===== src/rtl/contiguous_block_allocator_macros.svh =====
// assertion macros for the contiguous block allocator
`ifndef CONTIGUOUS_BLOCK_ALLOCATOR_MACROS_SVH
`define CONTIGUOUS_BLOCK_ALLOCATOR_MACROS_SVH
`ifndef SYNTHESIS
`define CBA_ASSERT_IMP(label, clk, rst_n, a, c, msg) \
  label: assert property (@(posedge clk) disable iff (!rst_n) (a) |-> (c)) else $error(msg);
`define CBA_ASSERT_NXT(label, clk, rst_n, a, c, msg) \
  label: assert property (@(posedge clk) disable iff (!rst_n) (a) |=> (c)) else $error(msg);
`else
`define CBA_ASSERT_IMP(label, clk, rst_n, a, c, msg)
`define CBA_ASSERT_NXT(label, clk, rst_n, a, c, msg)
`endif
`endif


===== src/rtl/cba_pkg.sv =====
// package: types, codes and constants of the contiguous block allocator
`timescale 1ns / 1ps
`default_nettype none
package cba_pkg;
  localparam int unsigned MaxBlocksDef = 16;
  localparam int unsigned AddrBitsDef  = 16;

  typedef enum logic [1:0] {
    CMD_ALLOC   = 2'd0,
    CMD_RELEASE = 2'd1,
    CMD_COMPACT = 2'd2,
    CMD_NOP     = 2'd3
  } cmd_t;

  typedef enum logic [2:0] {
    ST_OK       = 3'd0,
    ST_OOM      = 3'd1,
    ST_EXISTS   = 3'd2,
    ST_NOHOLE   = 3'd3,
    ST_NOTFOUND = 3'd4,
    ST_FULL     = 3'd5
  } status_t;

  typedef enum logic [2:0] {
    S_IDLE,
    S_SCAN,
    S_SHIFT,
    S_DONE
  } fsm_t;

  // operation the cells apply in the current cycle
  typedef enum logic [2:0] {
    OP_HOLD,
    OP_SCAN,
    OP_INSERT,
    OP_REMOVE,
    OP_CLEAR
  } cell_op_t;

  localparam logic [0:0] REG_MEMSIZE = 1'b0;
  localparam logic [0:0] REG_POLICY  = 1'b1;

  typedef struct packed {
    logic [1:0]  command;
    logic [15:0] block_id;
    logic [15:0] block_size;
  } in_item_t;

  typedef struct packed {
    logic [2:0]  status;
    logic [15:0] start_addr;
    logic [15:0] end_addr;
    logic [15:0] free_space;
  } out_item_t;
endpackage
`default_nettype wire


===== src/rtl/cba_cell.sv =====
// one table cell: holds one block and hands entries to its neighbours
`timescale 1ns / 1ps
`default_nettype none
module cba_cell import cba_pkg::*; #(
  parameter int unsigned AddrBits = AddrBitsDef
) (
  input  wire logic                clk,
  input  wire logic                rst_n,
  input  wire cell_op_t            op,
  input  wire logic                sel,      // this cell is the insert or remove point
  input  wire logic                after,    // this cell lies above that point
  input  wire logic [15:0]         new_id,
  input  wire logic [AddrBits-1:0] new_start,
  input  wire logic [AddrBits-1:0] new_end,
  input  wire logic                lo_used,
  input  wire logic [15:0]         lo_id,
  input  wire logic [AddrBits-1:0] lo_start,
  input  wire logic [AddrBits-1:0] lo_end,
  input  wire logic                hi_used,
  input  wire logic [15:0]         hi_id,
  input  wire logic [AddrBits-1:0] hi_start,
  input  wire logic [AddrBits-1:0] hi_end,
  input  wire logic [AddrBits-1:0] cmp_at,   // compaction base for this cell
  input  wire logic                cmp_en,
  output logic                     used_r,
  output logic [15:0]              id_r,
  output logic [AddrBits-1:0]      start_r,
  output logic [AddrBits-1:0]      end_r
);
  logic used_nxt;
  logic [15:0] id_nxt;
  logic [AddrBits-1:0] start_nxt, end_nxt;

  // entry update
  always_comb begin
    used_nxt  = used_r;
    id_nxt    = id_r;
    start_nxt = start_r;
    end_nxt   = end_r;
    case (op)
      OP_INSERT: begin
        if (sel) begin
          used_nxt = 1'b1; id_nxt = new_id; start_nxt = new_start; end_nxt = new_end;
        end else if (after) begin
          used_nxt = lo_used; id_nxt = lo_id; start_nxt = lo_start; end_nxt = lo_end;
        end
      end
      OP_REMOVE: begin
        if (sel || after) begin
          used_nxt = hi_used; id_nxt = hi_id; start_nxt = hi_start; end_nxt = hi_end;
        end
      end
      OP_CLEAR: used_nxt = 1'b0;
      OP_SCAN: begin
        if (cmp_en && used_r) begin
          start_nxt = cmp_at;
          end_nxt   = cmp_at + (end_r - start_r);
        end
      end
      default: ;
    endcase
  end

  always_ff @(posedge clk) begin
    if (!rst_n) used_r <= 1'b0;
    else used_r <= used_nxt;
    id_r    <= id_nxt;
    start_r <= start_nxt;
    end_r   <= end_nxt;
  end
endmodule
`default_nettype wire


===== src/rtl/contiguous_block_allocator.sv =====
// top level: command sequencer over a row of block table cells
// An accepted command passes through S_SCAN, S_SHIFT and S_DONE. A scan walks
// the address-ordered cells one per cycle, checking ids and measuring holes
// (and compacting in place for a compact command). S_SHIFT then updates the
// row for a successful alloc or release: cells above the insert point take
// their lower neighbour, cells from the remove point on their upper one. The
// result is registered and strobed on out_valid for one cycle, in S_DONE. busy
// stays high through the strobe cycle, so a new command is taken only after
// the strobe. The receiver cannot stall. A memory_size write clears the table.
`timescale 1ns / 1ps
`default_nettype none
module contiguous_block_allocator import cba_pkg::*; #(
  parameter int unsigned MaxBlocks = MaxBlocksDef,
  parameter int unsigned AddrBits  = AddrBitsDef
) (
  input  wire logic      clk,
  input  wire logic      rst_n,
  input  wire logic      start,
  output logic           busy,
  input  wire in_item_t  in_item,
  output logic           out_valid,
  output out_item_t      out_item,
  input  wire logic      cfg_valid,
  output logic           cfg_ready,
  input  wire logic [0:0] cfg_index,
  input  wire logic [15:0] cfg_data
);
  `include "contiguous_block_allocator_macros.svh"

  localparam int unsigned IdxBits = $clog2(MaxBlocks);
  localparam int unsigned CntBits = $clog2(MaxBlocks + 1);
  localparam int unsigned AW = AddrBits;

  // configuration
  logic [AW-1:0] memsize_r;
  logic          policy_r;
  fsm_t          state_r, state_nxt;

  assign cfg_ready = (state_r == S_IDLE) && !start;
  wire cfg_wr = cfg_valid && cfg_ready;
  wire cfg_ms = cfg_wr && (cfg_index == REG_MEMSIZE);

  function automatic logic [AW-1:0] fit16(input logic [15:0] v);
    logic [AW+15:0] w;
    w = {{AW{1'b0}}, v};
    return w[AW-1:0];
  endfunction

  function automatic logic [15:0] out16(input logic [AW-1:0] v);
    logic [AW+15:0] w;
    w = {16'd0, v};
    return w[15:0];
  endfunction

  always_ff @(posedge clk) begin
    if (!rst_n) begin
      memsize_r <= fit16(16'hFFFF);
      policy_r  <= 1'b0;
    end else if (cfg_wr) begin
      if (cfg_index == REG_MEMSIZE) memsize_r <= fit16(cfg_data);
      else policy_r <= cfg_data[0];
    end
  end

  // command registers
  in_item_t        cmd_r;
  logic [CntBits-1:0] cnt_r, cnt_nxt;      // block count
  logic [AW-1:0]   free_r, free_nxt;
  logic [CntBits-1:0] k_r, k_nxt;          // scan position
  logic [AW-1:0]   prev_end_r, prev_end_nxt; // end of previous block
  logic            exists_r, exists_nxt;
  logic            found_r, found_nxt;
  logic [AW-1:0]   best_r, best_nxt;
  logic [CntBits-1:0] pick_r, pick_nxt;
  logic [AW-1:0]   pstart_r, pstart_nxt;
  logic            hit_r, hit_nxt;
  logic [CntBits-1:0] hidx_r, hidx_nxt;
  logic [AW-1:0]   hstart_r, hstart_nxt, hend_r, hend_nxt;
  out_item_t       res_r, res_nxt;
  logic            ov_r, ov_nxt;

  // cell row
  logic          c_used  [MaxBlocks];
  logic [15:0]   c_id    [MaxBlocks];
  logic [AW-1:0] c_start [MaxBlocks];
  logic [AW-1:0] c_end   [MaxBlocks];
  cell_op_t      op;
  logic [CntBits-1:0] pt;
  logic [AW-1:0] nstart, nend;

  wire [IdxBits-1:0] ki = k_r[IdxBits-1:0];
  wire in_tab = k_r < cnt_r;
  wire [AW-1:0] cur_start = c_start[ki];
  wire [AW-1:0] cur_end   = c_end[ki];
  wire [AW-1:0] hole_end  = in_tab ? cur_start : memsize_r;
  wire [AW-1:0] hole_len  = (hole_end >= prev_end_r) ? hole_end - prev_end_r : '0;
  wire [AW-1:0] req       = fit16(cmd_r.block_size);
  // full-width size check against the free total
  wire          oom       = {{AW{1'b0}}, cmd_r.block_size} > {16'd0, free_r};
  wire cmpt = (state_r == S_SCAN) && (cmd_r.command == CMD_COMPACT);

  genvar g;
  generate
    for (g = 0; g < MaxBlocks; g++) begin : g_cell
      localparam logic [CntBits-1:0] GI = CntBits'(g);
      logic lu, hu;
      logic [15:0] li, hi;
      logic [AW-1:0] ls, le, hs, he;
      if (g == 0) begin : g_lo0
        assign lu = 1'b0; assign li = '0; assign ls = '0; assign le = '0;
      end else begin : g_lo
        assign lu = c_used[g-1]; assign li = c_id[g-1];
        assign ls = c_start[g-1]; assign le = c_end[g-1];
      end
      if (g == MaxBlocks - 1) begin : g_hi0
        assign hu = 1'b0; assign hi = '0; assign hs = '0; assign he = '0;
      end else begin : g_hi
        assign hu = c_used[g+1]; assign hi = c_id[g+1];
        assign hs = c_start[g+1]; assign he = c_end[g+1];
      end
      cba_cell #(.AddrBits(AW)) u_cell (
        .clk(clk), .rst_n(rst_n), .op(op),
        .sel(pt == GI), .after(GI > pt),
        .new_id(cmd_r.block_id), .new_start(nstart), .new_end(nend),
        .lo_used(lu), .lo_id(li), .lo_start(ls), .lo_end(le),
        .hi_used(hu), .hi_id(hi), .hi_start(hs), .hi_end(he),
        .cmp_at(prev_end_r), .cmp_en(cmpt && (k_r == GI)),
        .used_r(c_used[g]), .id_r(c_id[g]), .start_r(c_start[g]), .end_r(c_end[g])
      );
    end
  endgenerate

  assign nstart = pstart_r;
  assign nend   = pstart_r + req;

  // sequencer
  always_comb begin
    state_nxt = state_r;
    cnt_nxt = cnt_r; free_nxt = free_r; k_nxt = k_r; prev_end_nxt = prev_end_r;
    exists_nxt = exists_r; found_nxt = found_r; best_nxt = best_r;
    pick_nxt = pick_r; pstart_nxt = pstart_r; hit_nxt = hit_r; hidx_nxt = hidx_r;
    hstart_nxt = hstart_r; hend_nxt = hend_r; res_nxt = res_r; ov_nxt = 1'b0;
    op = OP_HOLD; pt = '0;
    case (state_r)
      S_IDLE: begin
        if (cfg_ms) begin
          op = OP_CLEAR; cnt_nxt = '0; free_nxt = fit16(cfg_data);
        end else if (start) begin
          state_nxt = S_SCAN; k_nxt = '0; prev_end_nxt = '0;
          exists_nxt = 1'b0; found_nxt = 1'b0; hit_nxt = 1'b0;
        end
      end
      S_SCAN: begin
        op = OP_SCAN;
        if (in_tab && c_id[ki] == cmd_r.block_id && !hit_r) begin
          exists_nxt = 1'b1; hit_nxt = 1'b1; hidx_nxt = k_r;
          hstart_nxt = cur_start; hend_nxt = cur_end;
        end
        if (hole_len >= req && (!found_r || (policy_r && hole_len < best_r))) begin
          found_nxt = 1'b1; best_nxt = hole_len; pick_nxt = k_r; pstart_nxt = prev_end_r;
        end
        if (cmpt) prev_end_nxt = in_tab ? prev_end_r + (cur_end - cur_start) : prev_end_r;
        else prev_end_nxt = in_tab ? cur_end : prev_end_r;
        k_nxt = k_r + 1'b1;
        if (k_r == CntBits'(MaxBlocks)) state_nxt = S_SHIFT;
      end
      S_SHIFT: begin
        state_nxt = S_DONE;
        res_nxt = '0;
        res_nxt.status = ST_OK;
        case (cmd_r.command)
          CMD_ALLOC: begin
            if (oom) res_nxt.status = ST_OOM;
            else if (exists_r) res_nxt.status = ST_EXISTS;
            else if (cnt_r == CntBits'(MaxBlocks)) res_nxt.status = ST_FULL;
            else if (!found_r) res_nxt.status = ST_NOHOLE;
            else begin
              op = OP_INSERT; pt = pick_r;
              cnt_nxt = cnt_r + 1'b1; free_nxt = free_r - req;
              res_nxt.start_addr = out16(pstart_r);
              res_nxt.end_addr = out16(pstart_r + req);
            end
          end
          CMD_RELEASE: begin
            if (!hit_r) res_nxt.status = ST_NOTFOUND;
            else begin
              op = OP_REMOVE; pt = hidx_r;
              cnt_nxt = cnt_r - 1'b1; free_nxt = free_r + (hend_r - hstart_r);
              res_nxt.start_addr = out16(hstart_r);
              res_nxt.end_addr = out16(hend_r);
            end
          end
          default: ;
        endcase
        res_nxt.free_space = out16(free_nxt);
        ov_nxt = 1'b1;
      end
      S_DONE: state_nxt = S_IDLE;
      default: state_nxt = S_IDLE;
    endcase
  end

  always_ff @(posedge clk) begin
    if (!rst_n) begin
      state_r <= S_IDLE; cnt_r <= '0; free_r <= fit16(16'hFFFF); ov_r <= 1'b0;
    end else begin
      state_r <= state_nxt; cnt_r <= cnt_nxt; free_r <= free_nxt; ov_r <= ov_nxt;
    end
    if (state_r == S_IDLE && start) cmd_r <= in_item;
    k_r <= k_nxt; prev_end_r <= prev_end_nxt; exists_r <= exists_nxt;
    found_r <= found_nxt; best_r <= best_nxt; pick_r <= pick_nxt;
    pstart_r <= pstart_nxt; hit_r <= hit_nxt; hidx_r <= hidx_nxt;
    hstart_r <= hstart_nxt; hend_r <= hend_nxt; res_r <= res_nxt;
  end

  assign busy = (state_r != S_IDLE);
  assign out_valid = ov_r;
  assign out_item = res_r;

  `CBA_ASSERT_IMP(a_cnt_max, clk, rst_n, 1'b1, cnt_r <= CntBits'(MaxBlocks), "count overflow")
  `CBA_ASSERT_NXT(a_strobe_once, clk, rst_n, out_valid, !out_valid, "double strobe")
  `CBA_ASSERT_IMP(a_strobe_busy, clk, rst_n, out_valid, state_r == S_DONE, "strobe out of step")
  `CBA_ASSERT_NXT(a_accept, clk, rst_n, start && !busy, state_r == S_SCAN, "accept lost")
endmodule
`default_nettype wire


===== config.mk =====
export PLATFORM = sky130hd
export DESIGN_NAME = contiguous_block_allocator
export DESIGN_NICKNAME = d
export VERILOG_FILES = /design/src/rtl/cba_pkg.sv /design/src/rtl/cba_cell.sv /design/src/rtl/contiguous_block_allocator.sv
export VERILOG_INCLUDE_DIRS = /design/src /design/src/rtl
export SDC_FILE = /design/constraint.sdc
export NUM_CORES = 2
export LEC_CHECK = 0
export BUFFER_PORTS_ARGS = -buffer_cell sky130_fd_sc_hd__buf_4
export CORE_AREA = 2 2 579 581
export CTS_BUF_LIST = sky130_fd_sc_hd__clkbuf_4
export DETAILED_ROUTE_END_ITERATION = 16
export DIE_AREA = 0 0 581 583
export PLACE_DENSITY = 0.43
export SYNTH_ARGS = -nofsm -noshare
export SYNTH_HDL_FRONTEND = slang
export SYNTH_HIERARCHICAL = 1
export SYNTH_SLANG_ARGS = --single-unit

===== constraint.sdc =====
create_clock -name clk -period 15.1 [get_ports clk]
set_input_delay 1.51 -clock clk [delete_from_list [all_inputs] [get_ports clk]]
set_output_delay 1.51 -clock clk [all_outputs]
set_load 0.05 [all_outputs]

### After elaboration in Yosys (flattened, before gate mapping)

Index checks and enable logic that the tools add are counted.

* add/subtract/negate cells: 42
* $lt $le $gt $ge: 22
* equality and inequality tests: 102
* multiplexer cells: 357
* bitwise gates (word level): 2
* reductions and logical operators: 130

Operators with widths (count)
* 16-bit 2-to-1 mux: 191
* 16-bit case mux with 3 select lines: 32
* 16-bit case mux with 2 select lines: 19
* 16-bit subtractor: 20
* 16-bit adder: 19
* 16-bit binary-select mux with 4-bit select: 3
* 32-bit 2-to-1 mux: 5
* 3-bit AND reduction: 34
* 5-bit by 4-bit == test with 1-bit output (second input constant): 16
* 4-bit AND reduction: 19
* 5-bit 2-to-1 mux: 14
* 2-bit by 1-bit != test with 1-bit output (second input constant): 35
* 35-bit case mux with 2 select lines: 1
* 1-bit 2-to-1 mux: 53
* 3-bit by 1-bit != test with 1-bit output (second input constant): 16
* 1-bit case mux with 3 select lines: 16
* 1-bit logical AND: 41
* 5-bit by 3-bit == test with 1-bit output (second input constant): 8
* 4-bit by 5-bit greater-than comparator with 1-bit output (first input constant): 8
* 5-bit case mux with 2 select lines: 4
* 16-bit >= comparator: 2
* 3-bit 2-to-1 mux: 8
* 5-bit by 2-bit == test with 1-bit output (second input constant): 4
* 3-bit by 5-bit greater-than comparator with 1-bit output (first input constant): 4
* 34 further kinds: 83

* register bits after elaboration: 1008
* bits of input ports: 55
* output and inout bits: 54

### Longest topological paths before layout

* word-level depth: 13
* mapped depth: 27

### By module

The synthesis kept the hierarchy.

By module, submodules not included
* cba_cell (g_cell[2].u_cell ...): instances 8, cells each 434, area each 4092.7 µm², seq. area each 1461.4 µm²
* cba_cell (g_cell[10].u_cell ...): instances 6, cells each 427, area each 4142.7 µm², seq. area each 1461.4 µm²
* contiguous_block_allocator: instances 1, cells each 1797, area each 20317.0 µm², seq. area each 6286.0 µm²
* cba_cell (g_cell[0].u_cell): instances 1, cells each 429, area each 4081.4 µm², seq. area each 1461.4 µm²
* cba_cell (g_cell[11].u_cell): instances 1, cells each 414, area each 4008.8 µm², seq. area each 1461.4 µm²

### Worst setup path before layout

Ideal clock, no wire load.

* path kind: register -> register
* start: register k_r[0]
* end: register best_r[0] (enable)
* data arrival time: 7.395 ns
* required time: 14.669 ns
* setup slack: 7.274 ns
* cell stages (with the launch flop): 26
* path buffers: 6
* clock period less this slack: 7.826 ns
* cell sequence: edfxtp_1 buf_2 buf_6 buf_4 buf_2 mux4_2 mux4_2 mux2_2 ha_1 and3_1 clkbuf_1 a311oi_1 a31oi_1 a31oi_2 clkbuf_1 nor2_1 ha_1 a21o_1 a21o_1 a21oi_1 o21ai_0 a21oi_1 nor2b_1 a311o_1 a211o_1 nor2_1

* cells in the longest elaborated chain, start to end: 12

RTL lines
* from (decl): RTL line contiguous_block_allocator.sv:69 `logic [CntBits-1:0] k_r, k_nxt;`
* from (signal assigned): RTL line contiguous_block_allocator.sv:210 `k_r <= k_nxt; prev_end_r <= prev_end_nxt; exists_r <= exists_nxt;`
* 4-bit NOT with 5-bit output (implied by the code) (*): RTL line contiguous_block_allocator.sv:93 `wire [AW-1:0] cur_start = c_start[ki];`
* 16-bit binary-select mux with 4-bit select (*): RTL line contiguous_block_allocator.sv:93
* 16-bit 2-to-1 mux (implied by the code) (*) (2 in a row): RTL line contiguous_block_allocator.sv:93
* via cur_start[8]: RTL line contiguous_block_allocator.sv:93
* 16-bit 2-to-1 mux (*): RTL line contiguous_block_allocator.sv:95 `wire [AW-1:0] hole_end = in_tab ? cur_start : memsize_r;`
* 16-bit subtractor / 16-bit >= comparator (equally long branches): RTL line contiguous_block_allocator.sv:96 `wire [AW-1:0] hole_len = (hole_end >= prev_end_r) ? hole_end - prev_end_r : '0;`
* 16-bit 2-to-1 mux (*): RTL line contiguous_block_allocator.sv:96
* via hole_len[9]: RTL line contiguous_block_allocator.sv:96
* 16-bit less-than comparator: RTL line contiguous_block_allocator.sv:159 `if (hole_len >= req && (!found_r || (policy_r && hole_len < best_r))) begin`
* 1-bit logical AND: RTL line contiguous_block_allocator.sv:159
* 1-bit logical OR: RTL line contiguous_block_allocator.sv:159
* 1-bit logical AND (*): RTL line contiguous_block_allocator.sv:159
* 2-bit AND reduction (no line) (*)
* to (signal assigned): RTL line contiguous_block_allocator.sv:211 `found_r <= found_nxt; best_r <= best_nxt; pick_r <= pick_nxt;`
* to (decl): RTL line contiguous_block_allocator.sv:73 `logic [AW-1:0] best_r, best_nxt;`

Mark *: on every way through the listed nets, which the timed path passes. The rest lies on a longest branch. The select of a mux whose other input is x is not followed.
A chain may end at the register's enable or synchronous reset.

### Final worst setup path

* start: register k_r[0]
* end: register pstart_r[14], in the netlist nstart[14] (enable)

* cells in the longest elaborated chain, start to end: 12

RTL lines
* 4-bit NOT with 5-bit output (implied by the code) (*): RTL line contiguous_block_allocator.sv:93
* 16-bit binary-select mux with 4-bit select (*): RTL line contiguous_block_allocator.sv:93
* 16-bit 2-to-1 mux (implied by the code) (*) (2 in a row): RTL line contiguous_block_allocator.sv:93
* via cur_start[7]: RTL line contiguous_block_allocator.sv:93
* 16-bit 2-to-1 mux (*): RTL line contiguous_block_allocator.sv:95
* 16-bit subtractor / 16-bit >= comparator (equally long branches): RTL line contiguous_block_allocator.sv:96
* 16-bit 2-to-1 mux (*): RTL line contiguous_block_allocator.sv:96
* via hole_len[9]: RTL line contiguous_block_allocator.sv:96
* 16-bit less-than comparator: RTL line contiguous_block_allocator.sv:159
* 1-bit logical AND: RTL line contiguous_block_allocator.sv:159
* 1-bit logical OR: RTL line contiguous_block_allocator.sv:159
* 1-bit logical AND (*): RTL line contiguous_block_allocator.sv:159
* 2-bit AND reduction (no line) (*)
* to (signal assigned): RTL line contiguous_block_allocator.sv:212 `pstart_r <= pstart_nxt; hit_r <= hit_nxt; hidx_r <= hidx_nxt;`
* to (decl): RTL line contiguous_block_allocator.sv:75 `logic [AW-1:0] pstart_r, pstart_nxt;`

Marks and branches as above.

==> reports/metrics.sh <==
OVERFLOW=0
DP.CELLS=13000
TIMING.FINAL.WS_SETUP_PS=6600
WORSTSETUPPATHTYPE='reg2reg'
FIN_AREA_UM2=97200
UNREPAIRED_SETUP_ENDPOINTS_AFTER_GLOBAL_ROUTING='no'
PLACEMENT.SETUP.WORST_SLACK_PS=6580
HOLDWS_PS=392
PLACED_CELL_AREA_UM2=92800
POWER_mW=21.8
SETUP.WORST_PATH.START_CLASS='flip-flop'
ROWS=212
INITIAL_UTIL_PCT=25.9
FIRSTDRTPASSITERS=6
MAX_FREQ_MHz=118
RUN_STATUS='finished, final reports clean'
POSTCTSHOLDBUFS=0
CAP_VIOL_MAX_COUNT=0
WORST_CLOCK_SKEW_PS=107
SYN-CELL-AREA_UM2=86000
CTS_HTREE_LEVELS=5
ASYNC_FLOP_SHARE_PCT=0
NUMBER_OF_GLOBAL_ROUTE_VIAS_BEFORE_REPAIR=71400
CTS-ROOT-TO-SINK-BUFFERS=4
PERIOD_UTILIZATION_PCT=56.3
POST-ROUTE-UTIL_PCT=29.2
POSTSYNTHREGISTERBITS=1007
MAX_SLEW.WORST_PIN.SLEW_PS=1350
NUMPORTBUFFERS=108
POWER_PER_CELL_AREA_nW_PER_UM2=224
NUMBER_OF_BUFFERS_ADDED_FOR_SETUP_AFTER_CTS=0
TRITONCTS_NUM_SINKS=1007
NUMBER_OF_FILLER_INSTANCES_IN_THE_FINAL_LAYOUT=35000
DRT_ITER0_DRC=6341
SYN_AVG_CELL_AREA_UM2=9.92
SYNTH_SEQ_AREA_SHARE_PCT=34.5
NUM_IO_PINS=109
FINALWIRELENGTH_MM=360
GRT_PASS1_WL_MM=514
DESIGN.CORE.AREA_UM2=332000
DIE-AREA_UM2=339000
FINALWEIGHTEDCONGESTION=0.908
RELSLEWSLACK_PCT=9.18
TRITONCTS='done'
YS_WARN_COUNT=6
INITIAL_ANTENNA_VIOLATION_COUNT=28
POWER.LEAKAGE_nW=36.7
WORST-PATH-MAX-FANOUT=58
HOLD_PATH.CLASS='in2reg'
CTS-BUFFERS-INSERTED=337
END_KIND='flip-flop'
POST_SYNTH_INST_COUNT=8674
YOSYS.AREA.TOP_TYPE_SHARE_PCT=33.2
GRT_USE_TOTAL_PCT=20.6
TOTALNEGATIVESETUPSLACK_PS=0
YS_DOMINANT_REG_CELL='edfxtp_1'
TIMING_HOLD_VIOLATIONS_FINAL=0
IRDROPWORSTVDD_mV=0.146
FINISH.CELL_COUNT_WITHOUT_FILLERS=13600
WORSTPATHARRIVAL_PS=9390
SYN_TO_FINAL_GROWTH_PCT=13.0
INSERTION_DELAY_PS=1300
CTS_REPAIR_RESIZE_COUNT=0
DIE_W_UM=581
PERIOD_MINUS_SLACK_PS=8500
POST-DP-HPWL_MM=270
SYNTH_TOP_AREA_CELL='edfxtp_1'
NUMBER_OF_ENABLE_FLIP_FLOP_CELLS_AFTER_SYNTHESIS=950
AVGVIACOUNTPERCELL=5.22
DETAIL_ROUTE.WL_PER_CELL_UM=26.5
CP_DATA_REQUIRED_TIME_PS=15990
ANT_NETS=0
ROOT_BUFFER='clkbuf_4'
FINAL_NETS=9648
SYNTH.LIB_CELLS_USED.DISTINCT=103
DRIVE_GT1_SHARE_PCT=15.0
CLK_PIN_SLEW_WORST_PATHS_PS=60
TIMING.FINAL.MAX_SLEW_VIOLATIONS=0
FINALSETUPVIOLATIONS=0
SYNTH.TOP_CELLS.BY_AREA='edfxtp_1 (33%), mux2i_1 (8.9%), fa_1 (6.4%), mux4_2 (5.9%), ha_1 (5.6%)'
CHIPHEIGHT_UM=583
MAXIMUM_NUMBER_OF_PINS_ON_ONE_NET_BEFORE_GLOBAL_ROUTE_REPAIR=134
ROUTED-VIA-COUNT=70800
DRC_ERRORS=0
## cell families (layout without fill, tap and decap cells)
group / Yosys count / after routing / synth area share [%]
buffers and inverters: 1669 / 2079 / 7.52
other: 1 / 110 / 0.00436
adders and majority gates: 656 / 656 / 11.9
AOI/OAI and AO/OA: 2284 / 2284 / 17.7
and+or+nand+nor: 1718 / 1718 / 9.82
xor gates and xnor gates: 304 / 304 / 3.10
muxes: 1035 / 1035 / 15.4
DFF: 1007 / 1007 / 34.5
## layout by cell type, fill, tap and decap left out, drive strengths merged, types with 39 or more instances in the layout
cell,instances
nand2,392
nand3,111
nor2b,349
conb,99
inv,1202
a21oi,917
mux2,39
a31oi,80
a21o,92
clkbuf,523
o21ai,309
xor2,105
clkinv,45
a211oi,362
mux4,227
fa,274
o211ai,72
ha,382
nor3,52
nand2b,57
nor2,550
xnor2,199
edfxtp,950
buf,301
mux2i,769
nor3b,43
dfxtp,57
## cell usage after synthesis, drive strengths merged (92+ instances only)
master	n
a211oi	362
a21o	92
a21oi	917
buf	161
clkbuf	314
edfxtp	950
fa	274
ha	382
inv	1194
mux2i	769
mux4	227
nand2	392
nand3	111
nor2	550
nor2b	349
o21ai	309
xnor2	199
xor2	105
## cell type report
cell class / count / area [µm²] / share of cell area [%]
antenna: 11 / 27.5 / 0.0283
clock buffer: 523 / 3930 / 4.04
clock inverter: 61 / 384 / 0.395
inverter: 1194 / 4480 / 4.61
multi-input combinational: 6096 / 50800 / 52.3
sequential: 1007 / 29700 / 30.5
tap: 4387 / 5490 / 5.65
timing repair buffer: 301 / 2330 / 2.40
## flip-flops by register name, summed over array words and instances, names as in the netlist, 18 cells and up
signal / cells
g_cell.u_cell/end_r: 256
g_cell.u_cell/id_r: 256
g_cell.u_cell/start_r: 256
out_item: 51
cmd_r: 18
## worst max-delay path: stages (launching register included)
cell      delay [ps]
edfxtp_1         390
buf_12           410
buf_4            710
mux4_2           660
mux4_2           630
mux2_2           310
ha_1             330
a21oi_1          150
o21ai_0          210
a311oi_1         310
a31oi_1          140
a31oi_2          740
nor2_1           220
ha_1             360
a21o_1           170
a21o_1           170
a21oi_1          130
o21ai_0           80
a21oi_1          170
nor2b_1           70
a311o_1          330
a211o_1          350
nor2_4           280
buf_4            500
## per-layer routing
metal	GRT usage, %	wire length [µm]	vias up
met5	0	81	-
met4	6.97	12400	14
met3	3.54	23500	615
met2	34.6	172000	2721
met1	26.6	153000	35500
li1	-	-	31900
## final timing paths
| path | depth (start not counted) | slack, ps | end | startpoint |
|---|---|---|---|---|
| hold reg to reg | 2 | 480 | g_cell[15].u_cell/used_r$_SDFFE_PN0P_ | g_cell[15].u_cell/used_r$_SDFFE_PN0P_ |
| setup reg to reg | 23 | 6600 | nstart[14]$_DFFE_PP_ | k_r[0]$_SDFFCE_PN0P_ |
| hold / removal | 1 | 390 | cmd_r[18]$_DFFE_PP_ | in_item[18] |
| setup / recovery | 23 | 6600 | nstart[14]$_DFFE_PP_ | k_r[0]$_SDFFCE_PN0P_ |
## where the power goes
| part | total, mW | switching [mW] | internal, mW |
|---|---|---|---|
| sequential | 3.95 | 0.262 | 3.69 |
| clock | 3.13 | 1.48 | 1.64 |
| combinational | 14.7 | 9.48 | 5.23 |
Note: power is estimated with default switching activity, not from simulation.
